<file path="src/rtl/pfb_pkg.sv">
// Shared command codes and controller/datapath handshake structs for the
// page framebuffer. No dependencies; used by pfb_ctrl, pfb_datapath and the top level.
package pfb_pkg;

    localparam int COORD_W = 8;
    localparam int PAGE_W  = 5;

    localparam logic [1:0] CMD_CLEAR = 2'd0;
    localparam logic [1:0] CMD_POINT = 2'd1;
    localparam logic [1:0] CMD_FILL  = 2'd2;
    localparam logic [1:0] CMD_READ  = 2'd3;

    typedef struct packed {
        logic load;
        logic clr_write;
        logic fetch;
        logic modify;
        logic resp_load;
    } pfb_cmd_t;

    typedef struct packed {
        logic empty;
        logic clr_last;
        logic walk_last;
        logic out_free;
    } pfb_sts_t;

endpackage

</file>
<file path="src/rtl/pfb_ctrl.sv">
// Command sequencer for the page framebuffer: reset sweep, clear, byte
// read-modify-write walk and result hand-off. Depends on pfb_pkg.
module pfb_ctrl
    import pfb_pkg::*;
(
    input  logic       clk,
    input  logic       rst_n,
    input  logic       s_tvalid,
    output logic       s_tready,
    input  logic [1:0] cmd_in,
    output pfb_cmd_t   cmd,
    input  pfb_sts_t   sts
);

    localparam logic [2:0] S_INIT   = 3'd0;
    localparam logic [2:0] S_IDLE   = 3'd1;
    localparam logic [2:0] S_CLEAR  = 3'd2;
    localparam logic [2:0] S_FETCH  = 3'd3;
    localparam logic [2:0] S_MODIFY = 3'd4;
    localparam logic [2:0] S_RESP   = 3'd5;

    logic [2:0] state_reg, state_next;
    logic [1:0] kind_reg;

    always_comb
    begin
        state_next = state_reg;
        cmd        = '0;
        s_tready   = 1'b0;
        case (state_reg)
            S_INIT:
            begin
                cmd.clr_write = 1'b1;
                if (sts.clr_last)
                    state_next = S_IDLE;
            end
            S_IDLE:
            begin
                s_tready = 1'b1;
                if (s_tvalid)
                begin
                    cmd.load = 1'b1;
                    case (cmd_in)
                        CMD_CLEAR: state_next = S_CLEAR;
                        CMD_READ:  state_next = S_FETCH;
                        default:   state_next = sts.empty ? S_RESP : S_FETCH;
                    endcase
                end
            end
            S_CLEAR:
            begin
                cmd.clr_write = 1'b1;
                if (sts.clr_last)
                    state_next = S_RESP;
            end
            S_FETCH:
            begin
                cmd.fetch  = 1'b1;
                state_next = (kind_reg == CMD_READ) ? S_RESP : S_MODIFY;
            end
            S_MODIFY:
            begin
                cmd.modify = 1'b1;
                state_next = sts.walk_last ? S_RESP : S_FETCH;
            end
            S_RESP:
            begin
                // Hold the result until the output register frees up
                if (sts.out_free)
                begin
                    cmd.resp_load = 1'b1;
                    state_next    = S_IDLE;
                end
            end
            default: state_next = S_IDLE;
        endcase
    end

    always_ff @(posedge clk or negedge rst_n)
    begin
        if (!rst_n)
            state_reg <= S_INIT;
        else
            state_reg <= state_next;
    end

    always_ff @(posedge clk)
    begin
        if (cmd.load)
            kind_reg <= cmd_in;
    end

    a_cmd_onehot: assert property (@(posedge clk) disable iff (!rst_n)
        $onehot0({cmd.load, cmd.clr_write, cmd.fetch, cmd.modify, cmd.resp_load}))
        else $error("pfb_ctrl: more than one datapath command at once");

    a_modify_after_fetch: assert property (@(posedge clk) disable iff (!rst_n)
        cmd.modify |-> $past(cmd.fetch))
        else $error("pfb_ctrl: modify without a preceding fetch");

    a_resp_room: assert property (@(posedge clk) disable iff (!rst_n)
        cmd.resp_load |-> sts.out_free)
        else $error("pfb_ctrl: result loaded over a pending word");

    a_load_leaves_idle: assert property (@(posedge clk) disable iff (!rst_n)
        cmd.load |=> (state_reg != S_IDLE))
        else $error("pfb_ctrl: accepted command did not start");

endmodule

</file>
<file path="config.mk">
export PLATFORM = sky130hd
export DESIGN_NAME = pfb_ctrl
export DESIGN_NICKNAME = d
export VERILOG_FILES = /design/src/rtl/pfb_pkg.sv /design/src/rtl/pfb_ctrl.sv
export SDC_FILE = /design/constraint.sdc
export NUM_CORES = 1
export LEC_CHECK = 0
export BUFFER_PORTS_ARGS = -buffer_cell sky130_fd_sc_hd__buf_4
export CORE_AREA = 10 10 47 49
export CTS_BUF_LIST = sky130_fd_sc_hd__clkbuf_4 sky130_fd_sc_hd__clkbuf_8
export DETAILED_ROUTE_END_ITERATION = 16
export DIE_AREA = 0 0 57 59
export PLACE_DENSITY_LB_ADDON = 0.08
export SYNTH_ARGS = -nofsm -noshare
export SYNTH_HDL_FRONTEND = slang
export SYNTH_SLANG_ARGS = --single-unit
</file>
<file path="constraint.sdc">
create_clock -name clk -period 2.8 [get_ports clk]
set_input_delay 0.42 -clock clk [delete_from_list [all_inputs] [get_ports clk]]
set_output_delay 0.42 -clock clk [all_outputs]
set_load 0.005 [all_outputs]
</file>
## After elaboration in Yosys (flattened, before gate mapping)

Index checks and enable logic that the tools add are counted.

- Bits in registers: 5
- Input port bits: 9
- Output and inout port bits: 6

- Equality and inequality tests: 11
- Mux-type cells: 17
- Reduce and logical (&&, ||, !) cells: 4

Operators with widths:

| operator | number |
|---|---|
| 3-bit two-way mux | 6 |
| 3-bit one-hot mux with 6 select lines | 1 |
| 1-bit two-way mux | 9 |
| 2-bit inequality test, second input constant | 4 |
| 3-bit by 2-bit equality test with 1-bit output, second input constant | 2 |
| 3-bit equality test, second input constant | 2 |
| 3-bit one-hot mux with 2 select lines | 1 |
| 2-bit equality test, second input constant | 2 |
| 4-bit AND reduction | 1 |
| 3-bit by 1-bit equality test with 1-bit output, second input constant | 1 |
| 3-bit logical NOT | 1 |
| 2-bit logical NOT | 1 |
| 2-bit OR reduction | 1 |

## Longest topological paths before layout

- Depth after elaboration: 4
- Gate-level depth with buffers: 4
- Gate-level depth less buffers: 4

## Least setup slack after synthesis

No wires, ideal clock.

- Path type: flip-flop to output port
- Start: register state_reg[2]
- End: output cmd[4] in the netlist's numbering
- Arrival time: 829 ps
- Data required time: 2,380 ps
- Setup slack: 1,551 ps
- Stages on the path, launching flop included: 3
- Cells stage by stage: dfrtp_1 -> nor3b_2 -> and2_4

RTL lines:

| element | RTL line | text |
|---|---|---|
| from (decl) | pfb_ctrl.sv:22 | `logic [2:0] state_reg, state_next;` |
| from (signal assigned) | pfb_ctrl.sv:84 | `state_reg <= state_next;` |
| to (decl) | pfb_ctrl.sv:11 | `output pfb_cmd_t cmd,` |

==> results.tsv <==
metric	value	unit
drt_iter0_drc	2	
clkLatencyLatePin	240	ps
min_delay_path_depth	1	
synth_area_leaders	dfrtp_1 (26%), edfxtp_1 (21%), nor2_1 (7.7%)	
clock_path_buffers	2	
yosys_warnings	0	
coreArea	1400	um2
overflow	0	
min_to	kind_reg[1]$_DFFE_PP_	
power.density	938	nW/um2
cp-end-kind	primary output	
hold_violations	0	
start_util	20.9	%
finClkSkew	5.61	ps
cp.required	2380	ps
rsz0062_at_grt	false	
outcome	completed	
cpPeakStageDelay	510	ps
grt_first_pass_wirelength	1460	um
dr.pass1.iters	2	
synth-seq-cells	5	
grt_start_max_net_pins	12	
setup_viol	0	
largest_reg_flops	3	
cts_buffers	3	
nets	59	
slew_headroom	80.1	%
cap_violations	0	
regArea	135	um2
min_path_type	primary input to register	
postCtsSetupRepairBufs	0	
worstReg2RegEnd	kind_reg[1]$_DFFE_PP_	
crit_buf_inv	1	
globalRouteTotalUtil	5.71	%
drt-total-wl	874	um
slowest_stage	dfrtp_1	
area_growth	53.8	%
num_io_pins	15	
drc	0	
min_from	cmd_in[1]	
grt_pass1_vias	333	
hold_buffers	1	
die_h	59	um
worstPathArrival	1320	ps
tightest_slew	299	ps
synth_top_area_cell	dfrtp_1	
p_leak	0.211	nW
gp_congestion	0.749	
fin_crit_sh	62.0	%
synth.cell_area	293	um2
ir_drop	0.000294	V
antenna_found_initial	0	
setup_ws	1060	ps
antenna_cells	0	
hpwl	722	um
ys_seq_area_share	46.2	%
cp-start-kind	register	
io_buffers	14	
vias	287	
place_ws	1300	ps
num-fill-cells	151	
cts_resized	0	
cts_tree	built	
die_x	57	um
syn_area_per_cell	9.76	um2
syn_inst	30	
wire_per_inst	13.7	um
postRouteAntennaNets	0	
max_freq	576	MHz
crit_type	register to primary output	
htreeDepth	1	
r2r_setup_slack	1560	ps
fin_setup_tns	0	ps
drive_gt1_share	43.8	%
path_cells	nor3b_2 > and2_4 > buf_4	
fin_crit	1740	ps
viasPerCell	4.48	
rr_worst_depth	2	
root_buffer	clkbuf_4	
clock-sinks	5	
crit_family	flip-flops	
yosys.area.top_type_share	25.6	%
clkTransAtPathRegs	50	ps
cp_max_fo	11	
multi_input_area	143	um2
synth_fp_nets	40	
timing.rr.start	state_reg[0]$_DFFE_PN0P_	
placementRows	14	
dieArea	3360	um2
ys_types	18	
slew_viol_final	0	
-- Yosys cell counts --
cell / instances
nor3b_2: 1
o32ai_1: 1
a2bb2oi_1: 1
inv_1: 2
a41oi_1: 1
nand4b_1: 1
dfrtp_1: 3
ha_1: 1
nand2b_2: 1
and2_4: 1
buf_4: 1
nor2_1: 6
o2bb2ai_1: 1
nand2_1: 4
a21o_1: 1
o21ai_0: 1
a31oi_1: 1
edfxtp_1: 2
-- layout make-up --
class / instances / share of cell area, %
Clock buffer: 4 / 6.67
Multi-Input combinational cell: 22 / 31.7
Inverter: 2 / 1.67
Sequential cell: 5 / 30.0
Timing Repair Buffer: 15 / 25.6
Tap cell: 16 / 4.44
-- layout by cell type, fill, tap and decap left out --
master	Yosys	routed
a21o_1	1	1
nand2_1	4	4
o2bb2ai_1	1	1
nand4b_1	1	1
o32ai_1	1	1
o21ai_0	1	1
ha_1	1	1
a41oi_1	1	1
inv_1	2	2
and2_4	1	1
dlygate4sd3_1	0	1
nand2b_2	1	1
buf_4	1	14
a2bb2oi_1	1	1
dfrtp_1	3	3
nor3b_2	1	1
a31oi_1	1	1
nor2_1	6	6
clkbuf_4	0	4
edfxtp_1	2	2
-- how the worst max path moves through the flow --
stage | start | end | slack, ps | cells after the start
3_3_place_gp | state_reg[0]$_DFFE_PN0P_ | cmd[4] | 1350 | 3
6_report | state_reg[0]$_DFFE_PN0P_ | cmd[4] | 1060 | 3
4_1_cts | state_reg[0]$_DFFE_PN0P_ | cmd[4] | 1040 | 3
5_1_grt | state_reg[0]$_DFFE_PN0P_ | cmd[4] | 950 | 3
2_1_floorplan | state_reg[2]$_DFFE_PN0P_ | cmd[4] | 1550 | 2
3_5_place_dp | state_reg[0]$_DFFE_PN0P_ | cmd[4] | 1300 | 3
-- worst register-to-register path, cell delays in order (launching register included) --
cell	delay (ps)
dfrtp_1	510
nor3b_2	260
and2_4	200
-- stage by stage --
step / instances / power (mW) / area (um2) / utilization (%) / hold WS [ps]
6_report: 64 / 0.422 / 450 / 32.1 / 364
3_3_place_gp: 59 / 0.333 / 410 / 29.3 / 211
3_5_place_dp: 59 / 0.335 / 410 / 29.3 / 211
2_1_floorplan: 30 / 0.248 / 293 / - / 124
4_1_cts: 64 / 0.434 / 450 / 32.1 / 356
5_1_grt: 64 / 0.463 / 450 / 32.1 / 345
-- cell families (layout without fill, tap and decap cells) --
family	Yosys count	after routing	share of synthesized area, %
AOI/OAI and AO/OA	7	7	18.4
adders and majority gates	1	1	4.27
buffers and inverters	3	21	5.13
DFF	5	5	46.2
and+or+nand+nor	14	14	26.1
-- per-layer routing --
metal	vias up	global-route usage (%)	share of wire [%]
met2	11	8.99	49
met5	-	0	0
met1	134	5.49	42
met4	0	2.01	0
li1	142	-	-
met3	0	4.72	8.8
-- power breakdown --
part | total (mW) | internal [mW] | switching [mW]
Clock | 0.0944 | 0.0636 | 0.0307
Combinational | 0.179 | 0.107 | 0.0722
Sequential | 0.149 | 0.105 | 0.0446
Total | 0.422 | 0.275 | 0.147
No activity file was read; power rests on OpenSTA's default activity.
